### src/hw/rtl/serial_pattern_loopback_detector_defines.svh
// Assertion macros shared by the loopback detector RTL.
// Expects clk and rst_n in scope at the point of use.
`ifndef SERIAL_PATTERN_LOOPBACK_DETECTOR_DEFINES_SVH
`define SERIAL_PATTERN_LOOPBACK_DETECTOR_DEFINES_SVH

// same-cycle implication, off during reset
`define SPLD_ASSERT_IMPL(label, ante, cons, msg) \
    label: assert property (@(posedge clk) disable iff (!rst_n) (ante) |-> (cons)) \
        else $error(msg);

// next-cycle implication, off during reset
`define SPLD_ASSERT_NEXT(label, ante, cons, msg) \
    label: assert property (@(posedge clk) disable iff (!rst_n) (ante) |=> (cons)) \
        else $error(msg);

`endif

### src/hw/rtl/spld_pkg.sv
// Shared types and codes for the serial pattern loopback detector.
// No dependencies.
package spld_pkg;

    // command codes carried on s_tuser
    localparam logic CMD_START  = 1'b0;
    localparam logic CMD_SAMPLE = 1'b1;

    // status codes of a result item
    localparam logic [2:0] ST_RUNNING     = 3'd0;
    localparam logic [2:0] ST_MATCHED     = 3'd1;
    localparam logic [2:0] ST_END_ACTIVE  = 3'd2;
    localparam logic [2:0] ST_END_IDLE    = 3'd3;
    localparam logic [2:0] ST_NOT_RUNNING = 3'd4;

    // configuration register indexes
    localparam logic [1:0] REG_PATTERN_BITS    = 2'd0;
    localparam logic [1:0] REG_PATTERN_LENGTH  = 2'd1;
    localparam logic [1:0] REG_ITERATION_LIMIT = 2'd2;

    // field widths
    localparam int CFG_W      = 64;
    localparam int LEN_W      = 7;
    localparam int LIMIT_W    = 11;
    localparam int REGLEN_W   = 10;
    localparam int TOGGLE_W   = 8;
    localparam int LIMIT_MAX  = 1024;
    localparam int IN_DATA_W  = 8;
    localparam int OUT_DATA_W = 24;

    // control from the scan sequencer to the window
    typedef struct packed {
        logic clear;
        logic shift;
        logic level;
    } win_ctrl_t;

endpackage

### src/hw/rtl/spld_window.sv
// Return window of the loopback detector: shift register plus pattern compare.
// Depends on spld_pkg.
module spld_window #(
    parameter int MAX_PATTERN = 64
) (
    input  logic                                   clk,
    input  logic                                   rst_n,
    input  spld_pkg::win_ctrl_t                    ctrl,
    input  logic [$clog2(MAX_PATTERN+1)-1:0]       len,
    input  logic [MAX_PATTERN-1:0]                 pattern,
    output logic                                   match
);
    import spld_pkg::*;

    localparam int LW = $clog2(MAX_PATTERN + 1);

    logic [MAX_PATTERN-1:0] window_reg;
    logic [MAX_PATTERN-1:0] window_next;
    logic [MAX_PATTERN-1:0] mask;
    logic [MAX_PATTERN-1:0] shifted;

    // bits below the length in use, new level ored in at the top one
    // (a bit left above a shrunk length folds into the top of the window once)
    always_comb
    begin
        for (int i = 0; i < MAX_PATTERN; i++)
        begin
            mask[i]    = LW'(i) < len;
            shifted[i] = ((i < MAX_PATTERN - 1) ? window_reg[(i + 1) % MAX_PATTERN] : 1'b0)
                       | ((LW'(i) == len - LW'(1)) ? ctrl.level : 1'b0);
        end
    end

    // next window and compare against the masked pattern
    always_comb
    begin
        if (ctrl.clear)
            window_next = '0;
        else if (ctrl.shift)
            window_next = shifted & mask;
        else
            window_next = window_reg;
        match = ((shifted & mask) == (pattern & mask));
    end

    always_ff @(posedge clk or negedge rst_n)
    begin
        if (!rst_n)
            window_reg <= '0;
        else
            window_reg <= window_next;
    end

endmodule

### src/hw/rtl/serial_pattern_loopback_detector.sv
// Top level of the serial pattern loopback detector: scan sequencer,
// counters, configuration registers and the result register.
// Depends on spld_pkg, spld_window and serial_pattern_loopback_detector_defines.svh.
//
// Each start or sample command updates the scan
// state and the window compare in the cycle it is accepted, and its result
// sits in a single output register that frees up in the same cycle it is taken,
// so one item per clock flows through while m_tready stays high. A start item
// answers with the first bit to drive; each sample item answers with the next
// bit, or with the match length or the end status once the scan stops.
// Configuration writes are taken at any edge with cfg_we high and are meant
// for times when no item is in flight.
module serial_pattern_loopback_detector #(
    parameter int MAX_PATTERN = 64
) (
    input  logic                                 clk,
    input  logic                                 rst_n,
    // configuration write port
    input  logic                                 cfg_we,
    input  logic [1:0]                           cfg_index,
    input  logic [spld_pkg::CFG_W-1:0]           cfg_data,
    // input items
    input  logic                                 s_tvalid,
    output logic                                 s_tready,
    input  logic [spld_pkg::IN_DATA_W-1:0]       s_tdata,  // [0] line_level
    input  logic                                 s_tuser,  // [0] cmd
    // result items
    output logic                                 m_tvalid,
    input  logic                                 m_tready,
    // [0] drive_bit, [3:1] status, [13:4] reg_length, [21:14] toggle_total
    output logic [spld_pkg::OUT_DATA_W-1:0]      m_tdata
);
    import spld_pkg::*;

    localparam int LW = $clog2(MAX_PATTERN + 1);
    localparam int PW = $clog2(MAX_PATTERN);

    // configuration registers
    logic [MAX_PATTERN-1:0] pattern_reg;
    logic [LEN_W-1:0]       length_cfg_reg;
    logic [LIMIT_W-1:0]     limit_cfg_reg;

    // scan state
    logic [PW-1:0]          pos_reg,     pos_next;
    logic [LIMIT_W-1:0]     sampled_reg, sampled_next;
    logic                   prev_reg,    prev_next;
    logic [TOGGLE_W-1:0]    toggle_reg,  toggle_next;
    logic                   running_reg, running_next;

    // result register
    logic                   out_valid_reg;
    logic [OUT_DATA_W-1:0]  out_data_reg, out_data_next;

    logic                   accept;
    logic                   cmd;
    logic                   level;
    logic [LEN_W-1:0]       len7;
    logic [LW-1:0]          len_used;
    logic [LIMIT_W-1:0]     limit_used;
    logic [LEN_W-1:0]       pos_inc;
    logic                   win_match;
    win_ctrl_t              win_ctrl;

    logic                   drive;
    logic [2:0]             status;
    logic [REGLEN_W-1:0]    reg_length;

    assign accept   = s_tvalid && s_tready;
    assign s_tready = !out_valid_reg || m_tready;
    assign cmd      = s_tuser;
    assign level    = s_tdata[0];

    // clamp the configured length and limit to their legal ranges
    always_comb
    begin
        if (length_cfg_reg == '0)
            len7 = LEN_W'(1);
        else if (length_cfg_reg > LEN_W'(MAX_PATTERN))
            len7 = LEN_W'(MAX_PATTERN);
        else
            len7 = length_cfg_reg;
        len_used = len7[LW-1:0];

        if (limit_cfg_reg == '0)
            limit_used = LIMIT_W'(1);
        else if (limit_cfg_reg > LIMIT_W'(LIMIT_MAX))
            limit_used = LIMIT_W'(LIMIT_MAX);
        else
            limit_used = limit_cfg_reg;
    end

    // configuration writes
    always_ff @(posedge clk or negedge rst_n)
    begin
        if (!rst_n)
        begin
            pattern_reg    <= '0;
            length_cfg_reg <= LEN_W'(32);
            limit_cfg_reg  <= LIMIT_W'(128);
        end
        else if (cfg_we)
        begin
            case (cfg_index)
                REG_PATTERN_BITS:    pattern_reg    <= cfg_data[MAX_PATTERN-1:0];
                REG_PATTERN_LENGTH:  length_cfg_reg <= cfg_data[LEN_W-1:0];
                REG_ITERATION_LIMIT: limit_cfg_reg  <= cfg_data[LIMIT_W-1:0];
                default:             ;
            endcase
        end
    end

    spld_window #(
        .MAX_PATTERN (MAX_PATTERN)
    ) u_window (
        .clk     (clk),
        .rst_n   (rst_n),
        .ctrl    (win_ctrl),
        .len     (len_used),
        .pattern (pattern_reg),
        .match   (win_match)
    );

    // scan sequencer: next state and the result of the accepted item
    always_comb
    begin
        pos_next     = pos_reg;
        sampled_next = sampled_reg;
        prev_next    = prev_reg;
        toggle_next  = toggle_reg;
        running_next = running_reg;
        win_ctrl     = '{clear: 1'b0, shift: 1'b0, level: level};
        drive        = 1'b0;
        status       = ST_NOT_RUNNING;
        reg_length   = '0;
        pos_inc      = LEN_W'(pos_reg) + LEN_W'(1);

        if (accept)
        begin
            if (cmd == CMD_START)
            begin
                prev_next      = level;
                pos_next       = '0;
                sampled_next   = '0;
                toggle_next    = '0;
                running_next   = 1'b1;
                win_ctrl.clear = 1'b1;
                drive          = pattern_reg[0];
                status         = ST_RUNNING;
            end
            else if (running_reg)
            begin
                pos_next       = (pos_inc >= len7) ? '0 : pos_inc[PW-1:0];
                if (level != prev_reg)
                    toggle_next = toggle_reg + TOGGLE_W'(1);
                prev_next      = level;
                win_ctrl.shift = 1'b1;
                sampled_next   = sampled_reg + LIMIT_W'(1);

                if (sampled_next >= LIMIT_W'(len7) && win_match)
                begin
                    status       = ST_MATCHED;
                    reg_length   = REGLEN_W'(sampled_next - LIMIT_W'(len7));
                    running_next = 1'b0;
                end
                else if (sampled_next >= limit_used)
                begin
                    status       = (toggle_next > TOGGLE_W'(1)) ? ST_END_ACTIVE : ST_END_IDLE;
                    running_next = 1'b0;
                end
                else
                begin
                    status = ST_RUNNING;
                    drive  = pattern_reg[pos_next];
                end
            end
        end

        out_data_next = {2'b00, toggle_next, reg_length, status, drive};
    end

    // scan state registers
    always_ff @(posedge clk or negedge rst_n)
    begin
        if (!rst_n)
        begin
            pos_reg     <= '0;
            sampled_reg <= '0;
            prev_reg    <= 1'b0;
            toggle_reg  <= '0;
            running_reg <= 1'b0;
        end
        else
        begin
            pos_reg     <= pos_next;
            sampled_reg <= sampled_next;
            prev_reg    <= prev_next;
            toggle_reg  <= toggle_next;
            running_reg <= running_next;
        end
    end

    // result register
    always_ff @(posedge clk or negedge rst_n)
    begin
        if (!rst_n)
            out_valid_reg <= 1'b0;
        else if (s_tready)
            out_valid_reg <= accept;
    end

    always_ff @(posedge clk)
    begin
        if (accept)
            out_data_reg <= out_data_next;
    end

    assign m_tvalid = out_valid_reg;
    assign m_tdata  = out_data_reg;

`include "serial_pattern_loopback_detector_defines.svh"

    `SPLD_ASSERT_IMPL(a_stop_reports_end, $fell(running_reg), m_tvalid && (m_tdata[3:1] == ST_MATCHED || m_tdata[3:1] == ST_END_ACTIVE || m_tdata[3:1] == ST_END_IDLE), "scan stopped without a final status")
    `SPLD_ASSERT_IMPL(a_drive_only_running, m_tvalid && m_tdata[3:1] != ST_RUNNING, m_tdata[0] == 1'b0, "drive bit set outside a running scan")
    `SPLD_ASSERT_IMPL(a_length_only_match, m_tvalid && m_tdata[13:4] != '0, m_tdata[3:1] == ST_MATCHED, "register length without a match")
    `SPLD_ASSERT_NEXT(a_start_runs, accept && cmd == CMD_START, running_reg && sampled_reg == '0, "start did not arm the scan")
    `SPLD_ASSERT_IMPL(a_sample_bound, 1'b1, sampled_reg <= LIMIT_W'(LIMIT_MAX), "sample count ran past the limit")

endmodule

### config.mk
export PLATFORM = sky130hd
export DESIGN_NAME = serial_pattern_loopback_detector
export DESIGN_NICKNAME = d
export VERILOG_FILES = /design/src/hw/rtl/spld_pkg.sv /design/src/hw/rtl/spld_window.sv /design/src/hw/rtl/serial_pattern_loopback_detector.sv
export VERILOG_INCLUDE_DIRS = /design/src /design/src/hw/rtl
export SDC_FILE = /design/constraint.sdc
export NUM_CORES = 1
export LEC_CHECK = 0
export BUFFER_PORTS_ARGS = -buffer_cell sky130_fd_sc_hd__buf_2
export CORE_MARGIN = 3
export CORE_UTILIZATION = 30
export DETAILED_ROUTE_END_ITERATION = 8
export GPL_TIMING_DRIVEN = 0
export PLACE_DENSITY = 0.55
export RECOVER_POWER = 50
export SETUP_SLACK_MARGIN = 0.4
export SLEW_MARGIN = 5
export SYNTH_ARGS = -nofsm -noshare
export SYNTH_HDL_FRONTEND = slang
export SYNTH_SLANG_ARGS = --single-unit
export TNS_END_PERCENT = 5
### constraint.sdc
create_clock -name clk -period 9.2 [get_ports clk]
set_input_delay 1.84 -clock clk [delete_from_list [all_inputs] [get_ports clk]]
set_output_delay 1.84 -clock clk [all_outputs]
set_load 0.02 [all_outputs]
# [After elaboration in Yosys (flattened, before gate mapping)]
# Cells that the tools add are included.
[totals] reg_bits=196 inputBits=80 elab_cells=345
[classes] n_bitwise=68 n_reduce_logical=16 order_cmp=71 n_mux=102 add_sub_neg=5 eq_ne=68
[ops] op="== test 6 x 7 -> 1 bit (first input constant)" count=32
[ops] op="< comparator 6 x 7 -> 1 bit (first input constant)" count=32
[ops] op="AND 64 bit" count=2
[ops] op="2-to-1 mux 64 bit" count=2
[ops] op="== test 5 x 7 -> 1 bit (first input constant)" count=16
[ops] op="< comparator 5 x 7 -> 1 bit (first input constant)" count=16
[ops] op="2-to-1 mux 1 bit" count=79
[ops] op="== test 64 bit" count=1
[ops] op="bitwise OR 1 bit" count=63
[ops] op="== test 4 x 7 -> 1 bit (first input constant)" count=8
[ops] op="< comparator 4 x 7 -> 1 bit (first input constant)" count=8
[ops] op="2-to-1 mux 8 bit" count=7
[ops] op="2-to-1 mux 11 bit" count=4
[ops] op="== test 3 x 7 -> 1 bit (first input constant)" count=4
[ops] op="< comparator 3 x 7 -> 1 bit (first input constant)" count=4
[ops] op="2-to-1 mux 6 bit" count=3
[ops] op="== test 2 x 7 -> 1 bit (first input constant)" count=2
[ops] op="zero test 7 bit" count=2
[ops] op="< comparator 1 x 7 -> 1 bit (first input constant)" count=2
[ops] op="< comparator 2 x 7 -> 1 bit (first input constant)" count=2
[ops] op="2-to-1 mux 7 bit" count=2
[ops] op="adder 11 x 1 -> 11 bit (second input constant)" count=1
[ops] op=">= comparator 11 bit" count=1
[ops] op=">= comparator 11 x 7 -> 1 bit" count=1
[ops] op="27 further kinds" count=36

# [Logic depth before layout (Yosys ltp)]
[depth] depth_word=13 depth_mapped=17 ltp_nobuf=14

# [Cells and area by module]
# From an unflattened synthesis, not the netlist that was laid out.
[unflattened] hier_cells=1363 hier_area_um2=12405.6
[modules_own_cells] module="serial_pattern_loopback_detector" cells_each=622 area_per_inst_um2=6915.4 n_inst=1
[modules_own_cells] module="spld_window" cells_each=741 area_per_inst_um2=5490.3 n_inst=1

# [Worst setup path before layout]
# OpenSTA, ideal clock, no wires.
[synth_timing] path_type="input -> register" from="input s_tdata[0] in the netlist's numbering" to="register out_data_reg[0] (netlist: m_tdata[0]), data pin" cell_stages=10 setup_ns=0.273 t_required_ns=8.927 path_buffers=1 path_slack_ns=4.962 arrival_time_ns=3.965 path_cell_list="buf_2 -> nor2b_1 -> a41oi_1 -> o2111ai_1 -> nand4_1 -> or4_4 -> nor4_4 -> nand4_4 -> o21ai_1 -> o41ai_1"
[synth_via] elab_chain_len=8
[synth_lines] element="start: declaration" line_no="serial_pattern_loopback_detector.sv:25" text="input logic [spld_pkg::IN_DATA_W-1:0] s_tdata,"
[synth_lines] element="2-to-1 mux 1 bit" line_no="spld_window.sv:30" text="| ((LW'(i) == len - LW'(1)) ? ctrl.level : 1'b0);"
[synth_lines] element="bitwise OR 1 bit" line_no="spld_window.sv:30"
[synth_lines] element="AND 64 bit (*)" line_no="spld_window.sv:43" text="match = ((shifted & mask) == (pattern & mask));"
[synth_lines] element="== test 64 bit (*)" line_no="spld_window.sv:43"
[synth_lines] element="logical AND 1 bit (*)" line_no="serial_pattern_loopback_detector.sv:159" text="if (sampled_next >= LIMIT_W'(len7) && win_match)"
[synth_lines] element="2-to-1 mux 1 bit (*)" line_no="serial_pattern_loopback_detector.sv:159"
[synth_lines] element="2-to-1 mux 1 bit (*)" line_no="serial_pattern_loopback_detector.sv:150" text="else if (running_reg)"
[synth_lines] element="2-to-1 mux 1 bit (*)" line_no="serial_pattern_loopback_detector.sv:139" text="if (cmd == CMD_START)"
[synth_lines] element="named net drive" line_no="serial_pattern_loopback_detector.sv:64" text="logic drive;"
[synth_lines] element="end signal: assignment" line_no="serial_pattern_loopback_detector.sv:214" text="out_data_reg <= out_data_next;"
[synth_lines] element="end: declaration" line_no="serial_pattern_loopback_detector.sv:52" text="logic [OUT_DATA_W-1:0] out_data_reg, out_data_next;"
# The timed path passes the listed nets; every way through them passes the cells marked *.
# A chain may end at the register's enable or synchronous reset.

# [Final worst setup path]
# Ends and elaborated chain as after synthesis.

==> tab_implementation.tex <==
\begin{tabular}{lr}
\hline
Metric & Value \\
\hline
\multicolumn{2}{l}{\textbf{Finish}} \\
Area of all placed cells without fillers & 13900 µm² \\
Synth-to-layout area growth & 14.4\% \\
Largest register FFs & 64 \\
Most common cell after layout, fill and taps aside & sky130\_fd\_sc\_hd\_\_dfrtp\_1 \\
Area of the multi-input gates & 6700 µm² \\
Sequential Area & 4990 µm² \\
Share of layout cells above drive strength 1 & 0.195 \\
Nets & 1488 \\
Leading cell types in the layout, fill and taps excluded & sky130\_fd\_sc\_hd\_\_dfrtp\_1 (171), sky130\_fd\_sc\_hd\_\_nand2\_1 (153), sky130\_fd\_sc\_hd\_\_buf\_2 (112) \\
Number of fill cells in the layout & 4100 \\
\multicolumn{2}{l}{\textbf{Worst setup path}} \\
Cell seen most often among critical-path stages & sky130\_fd\_sc\_hd\_\_buf\_2 \\
Biggest fanout along the worst timing path & 10 \\
Kind of cell adding the most delay to the critical path & simple AND/OR/NAND/NOR gates \\
Startpoint of the worst setup timing path & s\_tdata[0] \\
Worst flop-to-flop path startpoint & length\_cfg\_reg[6]\$\_DFFE\_PN0P\_ \\
Capturing point of the worst reg2reg path & m\_tdata[0]\$\_DFFE\_PP\_ \\
Critical path depth in cells & 11 \\
Number of cells traversed by the worst register-to-register path & 16 \\
Largest stage delay, worst path & 0.67 ns \\
Type of element launching the critical path & input pin \\
Critical path, cell by cell & buf\_2, buf\_2, nor2b\_1, and3\_1, a21oi\_1, a2111oi\_0, nand4\_1, nor4\_2, nand4\_4, o21ai\_1, o41ai\_1 \\
Slowest stage cell on the critical path & sky130\_fd\_sc\_hd\_\_nor2b\_1 \\
Critical Setup Path Class & in -> reg \\
Slack of the worst reg-to-reg path & 4.39 ns \\
WP data required & 9.40 ns \\
Data arrival at the endpoint of the critical path & 5.62 ns \\
Capturing instance or port of the critical path & m\_tdata[0]\$\_DFFE\_PP\_ \\
Buffers \& Inverters on Critical Path & 2 \\
Crit end category & flop \\
\multicolumn{2}{l}{\textbf{Power}} \\
Total design power & 0.00303 W \\
Worst IR drop on VDD & 0.000124 V \\
Static leakage & 5.58 nW \\
Power density cells & 217 nW/µm² \\
\multicolumn{2}{l}{\textbf{Run status}} \\
Outcome & finished, violations left \\
Failing checks & max-capacitance violations, max-slew violations \\
\multicolumn{2}{l}{\textbf{STA}} \\
Hold violation count in the final report & 0 \\
\# setup viols final & 0 \\
Sum Neg Setup Slack & 0 ns \\
Worst Skew & 0.0146 ns \\
Final critical path time including I/O delays and setup & 5.42 ns \\
Worst Slack Setup Final & 3.78 ns \\
Fin crit share & 0.589 \\
Unrepaired setup endpoints after global routing & no \\
Worst slew margin & -1.74 \\
Slew of the pin with the lowest slew margin & 4.10 ns \\
Achievable frequency & 184 MHz \\
Number of slew-limit violations in the final report & 73 \\
\multicolumn{2}{l}{\textbf{Synthesis}} \\
Share of the synthesized area in compound gates (AO/OA/AOI/OAI) & 0.205 \\
Dominant combinational cell family by area after synthesis & compound AO/OA/AOI/OAI gates \\
Top\_reg\_cell synth & sky130\_fd\_sc\_hd\_\_dfrtp\_1 \\
Ys Warns & 0 \\
Simple-Gate Fraction of Synth Area & 0.196 \\
Count of state elements after synthesis & 195 \\
Distinct cell type count of the synthesized netlist & 95 \\
Adder-cell share of the synthesized area & 0.0304 \\
Multiplexer fraction of the synthesized cell area & 0.0946 \\
Post-Synth XOR/XNOR Area & 0.0230 \\
Cell area after synthesis & 12200 µm² \\
Sequential element share of the synthesized area & 0.409 \\
Synthesized area per cell & 9.66 µm² \\
Cell count after synthesis & 1262 \\
Async set-reset flop share out of synthesis & 0.887 \\
EDFF count, synth & 22 \\
\multicolumn{2}{l}{\textbf{Routing}} \\
Count of TritonRoute iterations in the first routing pass & 6 \\
Routed vias & 11.5k \\
Total DRC errors in the routed layout & 0 \\
Post-detailed-route count of antenna-violating nets & 0 \\
Post-Route WL & 58600 µm \\
Routed wirelength normalized by instance count & 30.6 µm \\
Iteration-0 DRC count of the detailed router & 1239 \\
DR vias/cell & 6.02 \\
\multicolumn{2}{l}{\textbf{Die}} \\
Effective utilization at floorplan & 0.305 \\
I/O pin count & 106 \\
Floorplan Core Area & 39900 µm² \\
Floorplan die area & 43100 µm² \\
Die height & 208 µm \\
Chip Width & 208 µm \\
Placement Rows & 73 \\
\multicolumn{2}{l}{\textbf{Worst hold path}} \\
Classification of the worst-slack hold path & reg -> reg \\
\multicolumn{2}{l}{\textbf{Global route}} \\
Antenna violations before repair & 7 \\
Global-route wire length before repair & 83500 µm \\
Largest net degree at the start of global routing & 102 \\
Via count of the first global-routing pass & 11.3k \\
Grt ovf & 0 \\
Total global routing track utilization & 0.268 \\
\multicolumn{2}{l}{\textbf{Clock tree}} \\
Hold-fix buffers, CTS & 0 \\
Root buffer cell & sky130\_fd\_sc\_hd\_\_clkbuf\_16 \\
Number of clock sinks & 195 \\
Clock insertion delay at the later pin of the skew report & 0.48 ns \\
Total clock buffers created by CTS & 17 \\
Clock transition at the registers of the reported paths & 0.08 ns \\
Clock tree from TritonCTS & yes \\
H-tree Lvls & 4 \\
Max clock buf depth & 2 \\
Post-cts repair resize count & 0 \\
Number of setup buffers added after CTS & 0 \\
\multicolumn{2}{l}{\textbf{Place}} \\
Place WS & 3.47 ns \\
Last weighted congestion value of the routability-driven placer & 1.07 \\
Port buffer count & 96 \\
Dpl cell area & 13400 µm² \\
Dpl hpwl & 44900 µm \\
\multicolumn{2}{l}{\textbf{Flow run}} \\
MaxCap Viol Count & 1 \\
\hline
\end{tabular}
-- Yosys cell counts (7+ instances only) --
library cell	instances	area, µm²
sky130_fd_sc_hd__a2111oi_0	9	78.8
sky130_fd_sc_hd__a21o_1	10	75.1
sky130_fd_sc_hd__a21oi_1	66	330
sky130_fd_sc_hd__a22o_1	16	140
sky130_fd_sc_hd__a31oi_1	35	219
sky130_fd_sc_hd__a32o_1	7	70.1
sky130_fd_sc_hd__a41oi_1	7	61.3
sky130_fd_sc_hd__and2_1	19	119
sky130_fd_sc_hd__and3_1	9	56.3
sky130_fd_sc_hd__buf_2	21	105
sky130_fd_sc_hd__clkbuf_1	52	195
sky130_fd_sc_hd__dfrtp_1	171	4280
sky130_fd_sc_hd__edfxtp_1	22	661
sky130_fd_sc_hd__ha_1	28	350
sky130_fd_sc_hd__inv_1	22	82.6
sky130_fd_sc_hd__mux2_2	76	856
sky130_fd_sc_hd__mux2i_1	8	80.1
sky130_fd_sc_hd__mux4_2	9	203
sky130_fd_sc_hd__nand2_1	153	574
sky130_fd_sc_hd__nand2b_1	15	93.8
sky130_fd_sc_hd__nand3_1	29	145
sky130_fd_sc_hd__nand3b_1	18	135
sky130_fd_sc_hd__nand4_1	18	113
sky130_fd_sc_hd__nor2_1	44	165
sky130_fd_sc_hd__nor2b_1	18	113
sky130_fd_sc_hd__nor3_1	31	155
sky130_fd_sc_hd__nor4_1	11	68.8
sky130_fd_sc_hd__o211ai_1	9	67.6
sky130_fd_sc_hd__o21ai_0	84	420
sky130_fd_sc_hd__o21bai_1	7	52.6
sky130_fd_sc_hd__o31ai_1	38	285
sky130_fd_sc_hd__or3_1	12	75.1
sky130_fd_sc_hd__xnor2_1	19	166
sky130_fd_sc_hd__xor2_1	13	114
-- worst min-delay path by stage --
stage | startpoint | endpoint | slack (ns) | depth (start not counted)
after floorplan | u_window.window_reg[32]$_DFFE_PN0P_ | u_window.window_reg[32]$_DFFE_PN0P_ | 0.44 | 2
after global placement | u_window.window_reg[42]$_DFFE_PN0P_ | u_window.window_reg[42]$_DFFE_PN0P_ | 0.46 | 2
after detailed placement | u_window.window_reg[42]$_DFFE_PN0P_ | u_window.window_reg[42]$_DFFE_PN0P_ | 0.47 | 2
after CTS | u_window.window_reg[42]$_DFFE_PN0P_ | u_window.window_reg[42]$_DFFE_PN0P_ | 0.48 | 2
after global routing | u_window.window_reg[35]$_DFFE_PN0P_ | u_window.window_reg[35]$_DFFE_PN0P_ | 0.51 | 2
final | u_window.window_reg[2]$_DFFE_PN0P_ | u_window.window_reg[2]$_DFFE_PN0P_ | 0.49 | 2
-- routing by layer --
layer | vias up | wire (µm) | global-route usage
met4 | 6 | 2950 | 0.123
met3 | 158 | 5180 | 0.0809
met1 | 5749 | 24200 | 0.339
met5 | - | 41 | 0
met2 | 632 | 26200 | 0.423
li1 | 4999 | - | -
-- tightest hold or removal path: cells and delay by family, from the launching register on --
kind	cells	cell delay [ns]
flip-flops	1	0.35
AND/OR/NAND/NOR	1	0.05
AO/OA/AOI/OAI	1	0.06
-- layout make-up --
| class | instances | area share |
|---|---|---|
| antenna | 2 | 0.000359 |
| inverter | 25 | 0.00673 |
| timing repair buffer | 97 | 0.0360 |
| tap | 525 | 0.0471 |
| clock inverter | 15 | 0.0116 |
| buffer | 87 | 0.0293 |
| multi-input combinational | 956 | 0.480 |
| sequential | 195 | 0.358 |
| clock buffer | 17 | 0.0305 |
-- through the flow --
stage,utilization,hold WS [ns],instances
6_report,0.349,0.488,1919
5_1_grt,0.349,0.507,1917
4_1_cts,0.350,0.485,1917
3_5_place_dp,0.335,0.467,1885
3_3_place_gp,0.334,0.461,1884
2_1_floorplan,-,0.443,1263
-- where the power goes --
group          internal, W  switching, W
clock network     0.000386      0.000399
logic             0.000377      0.000767
registers         0.000961      0.000142
total              0.00172       0.00131
-- cells by family (layout without fill, tap and decap cells) --
family,after synthesis,in the layout
AOI/OAI and AO/OA,368,368
buffers and inverters,112,241
other,1,4
adders and majority gates,29,29
DFF,195,195
muxes,94,94
and+or+nand+nor,431,431
xor gates and xnor gates,32,32
Note: power is estimated with default switching activity, not from simulation.
